===== src/rtl/core/wpd_pkg.sv =====
package wpd_pkg;

    localparam int TIME_W   = 32;
    localparam int DUR_W    = 16;
    localparam int BUDGET_W = 16;
    localparam int WCOUNT_W = 4;
    localparam int WIDX_W   = 3;
    localparam int CFG_W    = 16;
    localparam int OUT_W    = 56;

    localparam logic [TIME_W-1:0] TIME_MAX = '1;

    localparam logic [WCOUNT_W-1:0] WORKER_COUNT_RESET = 4'd8;

    localparam logic KIND_JOB  = 1'b0;
    localparam logic KIND_TICK = 1'b1;

    localparam logic REG_WORKER_COUNT = 1'b0;
    localparam logic REG_JOB_BUDGET   = 1'b1;

    // Broadcast from the control logic to every worker cell.
    typedef struct packed {
        logic              job;
        logic              tick;
        logic [TIME_W-1:0] now_time;
        logic [TIME_W-1:0] end_time;
    } t_cell_cmd;

endpackage


===== src/rtl/core/wpd_cell.sv =====
module wpd_cell (
    input  logic               i_clk,
    input  logic               i_rst_n,
    input  wpd_pkg::t_cell_cmd i_cmd,
    input  logic               i_usable,
    input  logic               i_claim,
    output logic               o_claim,
    output logic               o_grant
);
    import wpd_pkg::*;

    logic              r_busy;
    logic [TIME_W-1:0] r_end_time;
    logic              done;
    logic              free;

    assign done    = r_end_time <= i_cmd.now_time;
    assign free    = i_usable && (!r_busy || done);
    // A free cell claims the job unless a lower cell, or an empty budget, got there first.
    assign o_claim = i_claim | free;
    assign o_grant = i_cmd.job & free & ~i_claim;

    always_ff @(posedge i_clk) begin
        if (!i_rst_n) begin
            r_busy <= 1'b0;
        end else if (o_grant) begin
            r_busy <= 1'b1;
        end else if (i_cmd.tick && i_usable && r_busy && done) begin
            r_busy <= 1'b0;
        end
    end

    always_ff @(posedge i_clk) begin
        if (o_grant) begin
            r_end_time <= i_cmd.end_time;
        end
    end

endmodule


===== src/rtl/core/worker_pool_job_dispatcher.sv =====
// Dispatches jobs to a pool of NUM_WORKERS workers, one request per clock cycle. A request
// with tuser 0 is a job (tdata = duration); it goes to the lowest-numbered usable worker
// whose previous job has ended, as long as the job budget is nonzero, and yields one
// result in the next cycle. A request with tuser 1 is a time tick that frees finished workers,
// advances time by one and yields no result. Each worker is a cell in a row; a claim
// signal ripples down the row so the first free cell takes the job in the same cycle.
// A new request is taken whenever the output register is empty or is being read in the
// same cycle, so one request per cycle is sustained while the result side keeps up.
// Writing job_budget reloads the remaining budget; configure only while idle.
module worker_pool_job_dispatcher #(
    parameter int NUM_WORKERS = 8
) (
    input  logic        i_clk,
    input  logic        i_rst_n,
    input  logic        i_cfg_we,
    input  logic        i_cfg_idx,
    input  logic [15:0] i_cfg_data,
    input  logic        i_s_axis_tvalid,
    output logic        o_s_axis_tready,
    input  logic [15:0] i_s_axis_tdata,   // [15:0] duration
    input  logic [0:0]  i_s_axis_tuser,   // [0] kind
    output logic        o_m_axis_tvalid,
    input  logic        i_m_axis_tready,
    output logic [55:0] o_m_axis_tdata    // [0] accepted, [3:1] worker_index,
                                          // [35:4] dropped_total, [51:36] budget_remaining
);
    import wpd_pkg::*;

    logic [WCOUNT_W-1:0] r_worker_count;
    logic [BUDGET_W-1:0] r_budget;
    logic [TIME_W-1:0]   r_now;
    logic [TIME_W-1:0]   r_drop_count;
    logic                r_out_valid;
    logic [OUT_W-1:0]    r_out_data;

    logic [BUDGET_W-1:0] n_budget;
    logic [TIME_W-1:0]   n_drop_count;
    logic [TIME_W-1:0]   n_now;

    logic                s_accept;
    logic                is_job;
    logic                is_tick;
    logic [TIME_W:0]     end_sum;
    t_cell_cmd           cmd;
    logic [NUM_WORKERS:0]   claim;
    logic [NUM_WORKERS-1:0] grant;
    logic                placed;
    logic [WIDX_W-1:0]   chosen;

    assign o_s_axis_tready = !r_out_valid || i_m_axis_tready;
    assign s_accept        = i_s_axis_tvalid && o_s_axis_tready;
    assign is_job          = s_accept && (i_s_axis_tuser[0] == KIND_JOB);
    assign is_tick         = s_accept && (i_s_axis_tuser[0] == KIND_TICK);

    assign end_sum = {1'b0, r_now} + {{(TIME_W + 1 - DUR_W){1'b0}}, i_s_axis_tdata};

    always_comb begin
        cmd.job      = is_job;
        cmd.tick     = is_tick;
        cmd.now_time = r_now;
        cmd.end_time = end_sum[TIME_W] ? TIME_MAX : end_sum[TIME_W-1:0];
    end

    // An empty budget blocks every cell by entering the row as an existing claim.
    assign claim[0] = (r_budget == '0);

    for (genvar w = 0; w < NUM_WORKERS; w++) begin : g_cell
        logic usable;
        assign usable = 7'(w) < {3'b000, r_worker_count};

        wpd_cell u_cell (
            .i_clk   (i_clk),
            .i_rst_n (i_rst_n),
            .i_cmd   (cmd),
            .i_usable(usable),
            .i_claim (claim[w]),
            .o_claim (claim[w+1]),
            .o_grant (grant[w])
        );
    end

    assign placed = |grant;

    always_comb begin
        chosen = '0;
        for (int w = 0; w < NUM_WORKERS; w++) begin
            if (grant[w]) begin
                chosen = chosen | WIDX_W'(w);
            end
        end
    end

    always_comb begin
        n_budget     = r_budget;
        n_drop_count = r_drop_count;
        if (is_job) begin
            if (placed) begin
                n_budget = r_budget - 1'b1;
            end else if (r_drop_count != TIME_MAX) begin
                n_drop_count = r_drop_count + 1'b1;
            end
        end
        n_now = (r_now != TIME_MAX) ? r_now + 1'b1 : r_now;
    end

    always_ff @(posedge i_clk) begin
        if (!i_rst_n) begin
            r_worker_count <= WORKER_COUNT_RESET;
            r_budget       <= '0;
            r_now          <= '0;
            r_drop_count   <= '0;
            r_out_valid    <= 1'b0;
        end else begin
            if (i_cfg_we) begin
                case (i_cfg_idx)
                    REG_WORKER_COUNT: r_worker_count <= i_cfg_data[WCOUNT_W-1:0];
                    REG_JOB_BUDGET:   r_budget       <= i_cfg_data[BUDGET_W-1:0];
                    default:          r_budget       <= r_budget;
                endcase
            end else begin
                r_budget <= n_budget;
            end
            r_drop_count <= n_drop_count;
            if (is_tick) begin
                r_now <= n_now;
            end
            if (is_job) begin
                r_out_valid <= 1'b1;
            end else if (i_m_axis_tready) begin
                r_out_valid <= 1'b0;
            end
        end
    end

    always_ff @(posedge i_clk) begin
        if (is_job) begin
            r_out_data <= {4'b0000, n_budget, n_drop_count,
                           placed ? chosen : {WIDX_W{1'b0}}, placed};
        end
    end

    assign o_m_axis_tvalid = r_out_valid;
    assign o_m_axis_tdata  = r_out_data;

    a_grant_onehot: assert property (@(posedge i_clk) disable iff (!i_rst_n)
        $onehot0(grant))
        else $error("more than one worker granted the same job");

    a_grant_needs_budget: assert property (@(posedge i_clk) disable iff (!i_rst_n)
        placed |-> (r_budget != '0))
        else $error("job placed with an empty budget");

    a_drop_monotonic: assert property (@(posedge i_clk) disable iff (!i_rst_n)
        $past(i_rst_n) |-> (r_drop_count >= $past(r_drop_count)))
        else $error("drop count went backward");

    a_drop_result: assert property (@(posedge i_clk) disable iff (!i_rst_n)
        (is_job && !placed) |=> (r_out_valid && !r_out_data[0]))
        else $error("dropped job not reported as dropped");

endmodule


===== config.mk =====
export PLATFORM = sky130hd
export DESIGN_NAME = worker_pool_job_dispatcher
export DESIGN_NICKNAME = d
export VERILOG_FILES = /design/src/rtl/core/wpd_pkg.sv /design/src/rtl/core/wpd_cell.sv /design/src/rtl/core/worker_pool_job_dispatcher.sv
export SDC_FILE = /design/constraint.sdc
export NUM_CORES = 1
export LEC_CHECK = 0
export BUFFER_PORTS_ARGS = -buffer_cell sky130_fd_sc_hd__buf_2
export CORE_MARGIN = 1.5
export CORE_UTILIZATION = 25
export CTS_CLUSTER_SIZE = 10
export DETAILED_ROUTE_END_ITERATION = 7
export PLACE_DENSITY = 0.49
export SLEW_MARGIN = 20
export SYNTH_ARGS = -nofsm -noshare
export SYNTH_HDL_FRONTEND = slang
export SYNTH_HIERARCHICAL = 1
export SYNTH_SLANG_ARGS = --single-unit

===== constraint.sdc =====
create_clock -name i_clk -period 9.05 [get_ports i_clk]
set_input_delay 1.3575 -clock i_clk [delete_from_list [all_inputs] [get_ports i_clk]]
set_output_delay 1.3575 -clock i_clk [all_outputs]
set_load 0.02 [all_outputs]

# == After elaboration in Yosys (flattened, before gate mapping) ==
# Index checks and enable logic that the tools add are counted.
# op_classes
magnitude_cmp,16
n_eq_ne,3
n_addsub,4
bitwise_logic,33
muxes,33
reduce_logical,66
# op_table
op,count
<= comparator 32 bit,8
2-to-1 mux 32 bit,4
"adder 32 x 1 -> 32 bit, second input constant",2
2-to-1 mux 16 bit,4
"!= test 32 bit, second input constant",2
logical AND 1 bit,35
adder 32 x 16 -> 33 bit,1
2-to-1 mux 1 bit,19
nonzero test 2 bit,9
bitwise AND 1 bit,16
zero test 16 bit,1
"less-than comparator 3 x 4 -> 1 bit, first input constant",4
"subtractor 16 x 1 -> 16 bit, second input constant",1
2-to-1 mux 3 bit,4
NOT 1 bit,10
zero test 1 bit,9
logical OR 1 bit,9
"less-than comparator 1 x 4 -> 1 bit, first input constant",2
"less-than comparator 2 x 4 -> 1 bit, first input constant",2
OR reduction 8 bit,1
bitwise OR 1 bit,7
2-to-1 mux 2 bit,2
AND reduction 2 bit,2
"!= test 2 x 1 -> 1 bit, second input constant",1
# totals
reg_bits,401
elab_cells,178

# == Depth between registers and ports, before layout ==
# Gate-level depths: netlist of the first run.
# logic_depth
ltp_word,16
depth_mapped,31
mapped_depth_nobuf,29

# == Hierarchy ==
# The synthesis of the first run kept the hierarchy.
# by_module_without_submodules
module,cells_each,seq_area_each_um2,n_inst,area_per_inst_um2
wpd_cell,159,980.9,8,1846.8
worker_pool_job_dispatcher,837,3263.1,1,7568.5

# == Worst setup path after synthesis of the first run ==
# No wires, ideal clock.
# synth_path
kind,flip-flop to flip-flop
from,reg r_now[14]
to,"reg r_out_data[45], in the netlist o_m_axis_tdata[45] (data pin)"
stages_incl_launch_ff,28
period_less_slack_ps,6653
n_path_buf,1
setup_slack_ps,2397
t_arrival_ps,6393
required_time_ps,8790
setup_ps,260
cell_sequence,dfxtp_1 inv_1 ha_1 nand4_1 a2111oi_0 o31a_1 o21ai_1 a21oi_1 o21ai_1 a21oi_1 o21ai_1 a21oi_1 o21ai_1 a21oi_1 o21ai_1 a21oi_1 o21ai_1 a21oi_1 o21ai_1 nor2_1 nand3_1 o21ai_1 nor4_1 a2111oi_0 clkbuf_1 nand3_1 or3_2 xnor2_1
# synth_between
elab_chain_len,15
# synth_lines
item,line,text
start: declaration,worker_pool_job_dispatcher.sv:31,logic [TIME_W-1:0] r_now;
start signal: assignment,worker_pool_job_dispatcher.sv:125,r_now <= n_now;
<= comparator 32 bit,wpd_cell.sv:17,assign done = r_end_time <= i_cmd.now_time;
logical OR 1 bit,wpd_cell.sv:18,assign free = i_usable && (!r_busy || done);
logical AND 1 bit,wpd_cell.sv:18,
bitwise OR 1 bit,wpd_cell.sv:20,assign o_claim = i_claim | free;
named net claim[1],worker_pool_job_dispatcher.sv:45,logic [NUM_WORKERS:0] claim;
bitwise OR 1 bit,wpd_cell.sv:20,
named net claim[2],worker_pool_job_dispatcher.sv:45,
bitwise OR 1 bit,wpd_cell.sv:20,
named net claim[3],worker_pool_job_dispatcher.sv:45,
[... 1 more ...],-,
named net claim[4],worker_pool_job_dispatcher.sv:45,
[... 1 more ...],-,
named net claim[5],worker_pool_job_dispatcher.sv:45,
[... 1 more ...],-,
named net claim[6],worker_pool_job_dispatcher.sv:45,
[... 1 more ...],-,
named net claim[7],worker_pool_job_dispatcher.sv:45,
NOT 1 bit,wpd_cell.sv:21,assign o_grant = i_cmd.job & free & ~i_claim;
bitwise AND 1 bit,wpd_cell.sv:21,
named net grant[7],worker_pool_job_dispatcher.sv:46,logic [NUM_WORKERS-1:0] grant;
OR reduction 8 bit,worker_pool_job_dispatcher.sv:82,assign placed = |grant;
2-to-1 mux 16 bit,worker_pool_job_dispatcher.sv:97,if (placed) begin
2-to-1 mux 16 bit,worker_pool_job_dispatcher.sv:96,if (is_job) begin
named net n_budget[9],worker_pool_job_dispatcher.sv:36,logic [BUDGET_W-1:0] n_budget;
end signal: assignment,worker_pool_job_dispatcher.sv:137,"r_out_data <= {4'b0000, n_budget, n_drop_count,"
end: declaration,worker_pool_job_dispatcher.sv:34,logic [OUT_W-1:0] r_out_data;
# The timed path passes the listed nets, and every way through them passes these cells.
# A chain may end at the register's enable or synchronous reset.

# == Worst setup path after layout of the first run ==
# layout_path
from,reg r_now[19]
to,"reg r_out_data[46], in the netlist o_m_axis_tdata[46] (data pin)"
# The elaborated chain is that of the path after synthesis.

==> metrics, run 1 <==
met2 usage 23.1%; NumNets Final between 2000 and 3000; status complete, no violations; gr usage total between 10% and 20%; critical path arrival approximately 7300 ps; Critical Path Sink Type flip-flop; Core ar. approximately 0.09 mm^2; Reg clk slew, reported paths 60 ps; synth warn 6; Pre-antenna DRT Iters 7; slowest stage cell on the critical path dfxtp_1; Worst-Margin Slew 1240 ps; crit-path max FO 35; Max Cap Viol 0; worst clock skew 27.1 ps; setup_tns 0 ps; CTS tree yes; peak supply drop 0.161 mV; final wirelength between 60 and 70 mm; clk buf depth 3; largest stage delay on the critical path around 700 ps; depth of the CTS H-tree 2; Rel. slew slack between 10% and 20%; critical setup path kind reg -> reg; Tcrit/Tclk final between 70% and 80%; Initial Util 25.3%; first-pass GRT wire length a little under 100 mm; clk sink count 401; largest net degree at the start of global routing slightly above 60; met3 Track Usage GR approximately 3.0%; Critical Path Source Type flip-flop; Hold Buf Count CTS 0; final hold viol count 0; synthesized area per cell approximately 11 um^2; Routed Antenna Nets 0; clk_lat worst skew roughly 600 ps; synthesized area between 0.02 and 0.025 mm^2; width of the die approximately 300 um; met1 usage a little under a fifth; die area 0.0911 mm^2; ANT cells 0; Site Rows roughly 110; Syn Inst Count approximately 2100; root buf cell clkbuf_16; Leakage 9.46 nW; total grt overflow 0; Pwr Total around 4.1 mW; vias roughly 16000; fillcell total 9100; DP Wirelength a little under 50 mm; Port-buffer cells 92; fmax between 100 and 150 MHz; Final Max Tran Viols 0; worst hold-check path type reg -> reg; post-route core utilization slightly below 30%; RSZ-0062 raised after global routing false; DRC 0; WP data required 9380 ps; routability cong. 0.860; drt initial violations between 1000 and 1500; number of global-route vias before repair 16384; pwr dens ~160 mW/mm^2; most used routing layer met2; post-CTS repair timing setup buffer count 0; final setup fails 0; antenna violations before repair 6; minimum clock period between 6000 and 7000 ps; Die H 302 um; Synth-to-Final Area Change 15.7%; CP dominant cell by count o21ai_1; routed length per placed instance 19.2 um; post-cts sizing count 0; share of layout cells above drive strength 1 between 10% and 20%; I/O pins 97; CTS buffer count ~50; vias per inst roughly 4.8
## sequential cells by signal (all words and copies together) (netlist names)
| register | flops |
|---|---|
| o_m_axis_tvalid | 1 |
| r_budget | 16 |
| r_drop_count | 32 |
| g_cell.u_cell/r_busy | 8 |
| g_cell.u_cell/r_end_time | 256 |
| o_m_axis_tdata | 52 |
| r_now | 32 |
| r_worker_count | 4 |
## power by group
| group | internal [mW] | total (mW) | leakage [nW] | switching (mW) |
|---|---|---|---|---|
| clock | 1.07 | 1.84 | 0.714 | 0.767 |
| combinational | 0.0720 | 0.217 | 4.94 | 0.145 |
| sequential | 2.02 | 2.04 | 3.80 | 0.0208 |
| total | 3.16 | 4.10 | 9.46 | 0.932 |
## worst paths after layout
path               startpoint            endpoint  slack (ps)  depth (start not counted)
max                 r_now[19]  o_m_axis_tdata[46]        2110                         28
min reg2reg  r_drop_count[31]    r_drop_count[31]         510                          2
min          r_drop_count[31]    r_drop_count[31]         510                          2
max reg2reg         r_now[19]  o_m_axis_tdata[46]        2110                         28
## layout by cell type, fill, tap and decap left out, types with 30 or more instances in the layout
cell,n
clkbuf_16,49
dfxtp_1,93
nand4_1,87
xor2_1,38
nand3_1,81
o21ai_0,59
nor3_1,43
buf_2,92
clkbuf_1,30
nor4_1,30
inv_1,287
nor2_1,81
and2_1,34
xnor2_1,43
edfxtp_1,308
a21oi_1,155
nand2_1,166
ha_1,276
## layout make-up
| cell class | count | area, um^2 | area share, % |
|---|---|---|---|
| Clock buffer | 87 | 1450 | 5.61 |
| Clock inverter | 4 | 31.3 | 0.121 |
| Inverter | 289 | 1080 | 4.20 |
| Multi-Input combinational cell | 1377 | 10100 | 39.0 |
| Sequential cell | 401 | 11100 | 43.0 |
| Tap cell | 1165 | 1460 | 5.64 |
| Timing Repair Buffer | 115 | 633 | 2.45 |
## layer usage
metal	share of wire (%)	vias to the layer above	wire (um)
met3	6.4	129	4200
met2	45	431	29500
li1	-	7922	-
met4	4.0	12	2670
met1	45	7951	29600
met5	0.12	-	79
## critical path, delay by kind of cell, from the launching register on
| family | cells | cell delay [ps] |
|---|---|---|
| adders and majority gates | 1 | 340 |
| xor gates and xnor gates | 1 | 150 |
| buffers and inverters | 3 | 860 |
| and+or+nand+nor | 7 | 2260 |
| AOI/OAI and AO/OA | 16 | 2370 |
| DFF | 1 | 700 |
## metrics by stage
step,cell area [um^2],worst slack (ps),hold slack [ps],cells
2_1_floorplan,22300,2420,464,2109
3_5_place_dp,24300,2120,493,3347
5_1_grt,25800,1440,538,3438
3_3_place_gp,24300,2300,473,3347
4_1_cts,25800,2140,505,3438
6_report,25800,2110,507,3438
No activity file was read; power rests on OpenSTA's default activity.
==> run 2: changes to the inputs <==
clock period = 6.7 ns   (was 9.05 ns; I/O delays follow)
==> run 2 against run 1 <==
Effect of this change:
- via count up 1.4%
- fmax up 14%
- cell count up 1.1%
- first-iteration DRC count down 1.3%
- global-route usage up 0.23 points
- sequential share of layout area down 0.45 points
- clock-buffer cell count down 2
- critical endpoint unchanged
- largest power group unchanged
==> metrics, run 2 (synthesis results as in run 1) <==
status complete, no violations; routed length per placed instance 19.3 um; Routed Antenna Nets 0; critical setup path kind reg -> reg; crit-path max FO 11; critical path arrival ~6400 ps; final hold viol count 0; RSZ-0062 raised after global routing false; Leakage slightly below 10 nW; clk_lat worst skew around 620 ps; Synth-to-Final Area Change 16.9%; Initial Util 25.3%; minimum clock period a little over 6000 ps; Critical Path Source Type flip-flop; most frequent cells in the layout edfxtp_1 (308), inv_1 (287), ha_1 (276); Tcrit/Tclk final 90.9%; CTS tree yes; clk sink count about 400; P_sw 1.28 mW; max reg flops roughly 260; DP Wirelength ~49 mm; Clk pwr share between 40 and 50%; hold slack 491 ps; vias per inst roughly 4.8; clk buf depth 3; final worst setup slack 611 ps; die area approximately 0.091 mm^2; gr usage total between 10 and 15%; final wirelength around 67 mm; largest net degree at the start of global routing 60; pwr dens 211 mW/mm^2; Final Max Tran Viols 0; setup_tns 0 ps; total grt overflow 0; Reg clk slew, reported paths 60 ps; Max Cap Viol 0; Sequential Power Share 49.8%; DRC 0; Core ar. 0.0884 mm^2; CTS buffer count 48; Site Rows roughly 110; root buf cell clkbuf_16; Die H about 300 um; share of layout cells above drive strength 1 roughly 12%; internal power around 4.2 mW; Port-buffer cells 92; routability cong. 0.883; fmax approximately 160 MHz; NumNets Final roughly 2600; final setup fails 0; Top reg by flops g_cell.u_cell/r_end_time; post-CTS repair timing setup buffer count 0; peak supply drop around 0.17 mV; antenna violations before repair 1; switching part of the total between 20% and 30%; I/O pins 97; width of the die roughly 300 um; worst slack at placement 419 ps; Critical Path Sink Type flip-flop; commonest non-fill, non-tap cell in the layout edfxtp_1; ANT cells 0; depth of the CTS H-tree 2; drt initial violations between 1000 and 1500; Pre-antenna DRT Iters 5; worst clock skew 39.4 ps; Rel. slew slack between 20% and 30%; WP data required around 7000 ps; Hold Buf Count CTS 0; worst hold-check path type reg -> reg; combinational group share of total power 5.5%; number of global-route vias before repair between 15000 and 20000; vias between 15000 and 20000; first-pass GRT wire length roughly 100 mm; Worst-Margin Slew around 1200 ps
==> run 2: critical path: stages, from the launching register on <==
cell and delay (ps):
dfxtp_1 520, buf_4 230, inv_1 50, ha_1 290, nand4_1 380, a2111oi_0 780
o31a_1 330, o21ai_1 120, a21oi_1 120, o21ai_1 90, a21oi_1 130, o21ai_1 100
a21oi_1 130, o21ai_1 100, a21oi_1 140, o21ai_1 80, nor2_1 190, nand3_1 150
o21ai_4 210, nor4_2 80, a2111oi_2 300, buf_4 230, nand3_1 270, or4_1 620
xnor2_1 170
==> run 2: final timing paths <==
| kind | start | depth (start not counted) | endpoint | slack, ps |
|---|---|---|---|---|
| worst min register to register | r_drop_count[31] | 2 | r_drop_count[31] | 490 |
| worst max-delay path | r_now[13] | 24 | o_m_axis_tdata[46] | 610 |
| worst max register to register | r_now[13] | 24 | o_m_axis_tdata[46] | 610 |
| worst min-delay path | r_drop_count[31] | 2 | r_drop_count[31] | 490 |
==> run 2: final cells by class <==
cell class	count	area, um^2
clock buffers	85	1400
clock inverters	5	58.8
fillers	9116	62300
inverters	289	1080
multi-input cells	1377	10100
flip-flops and latches	401	11100
well taps	1165	1460
repair buffers	153	918
==> run 2: what timing repair did <==
action                                  in CTS  in global routing
endpoints found under the setup margin       0                  4
endpoints found under the hold margin        0                  0
resized for setup                            0                  2
==> run 2: stage by stage <==
stage | util (%) | instance area, um^2 | total power, mW | cells
floorplan | - | 22300 | 2.99 | 2109
global placement | 27.9 | 24600 | 3.10 | 3385
detailed placement | 27.9 | 24600 | 3.10 | 3385
CTS | 29.5 | 26100 | 5.59 | 3475
global route | 29.5 | 26100 | 5.72 | 3475
finish | 29.5 | 26100 | 5.52 | 3475
==> run 2: power by group through the flow <==
stage	logic (mW)	registers [mW]	clock network [mW]
5_1_grt	0.335	2.75	2.63
6_report	0.302	2.75	2.47
3_5_place_dp	0.303	2.80	0
2_1_floorplan	0.172	2.81	0
3_3_place_gp	0.298	2.80	0
4_1_cts	0.304	2.75	2.54
==> run 2: metal layers <==
layer / wire length (um) / share of wire [%] / up-vias / global-route usage [%]
met1: 29600 / 44 / 8106 / 18.8
met2: 30700 / 46 / 451 / 23.9
li1: - / - / 7991 / -
met3: 4110 / 6.1 / 124 / 3.05
met4: 2610 / 3.9 / 2 / 5.85
met5: 10 / 0.015 / - / 0
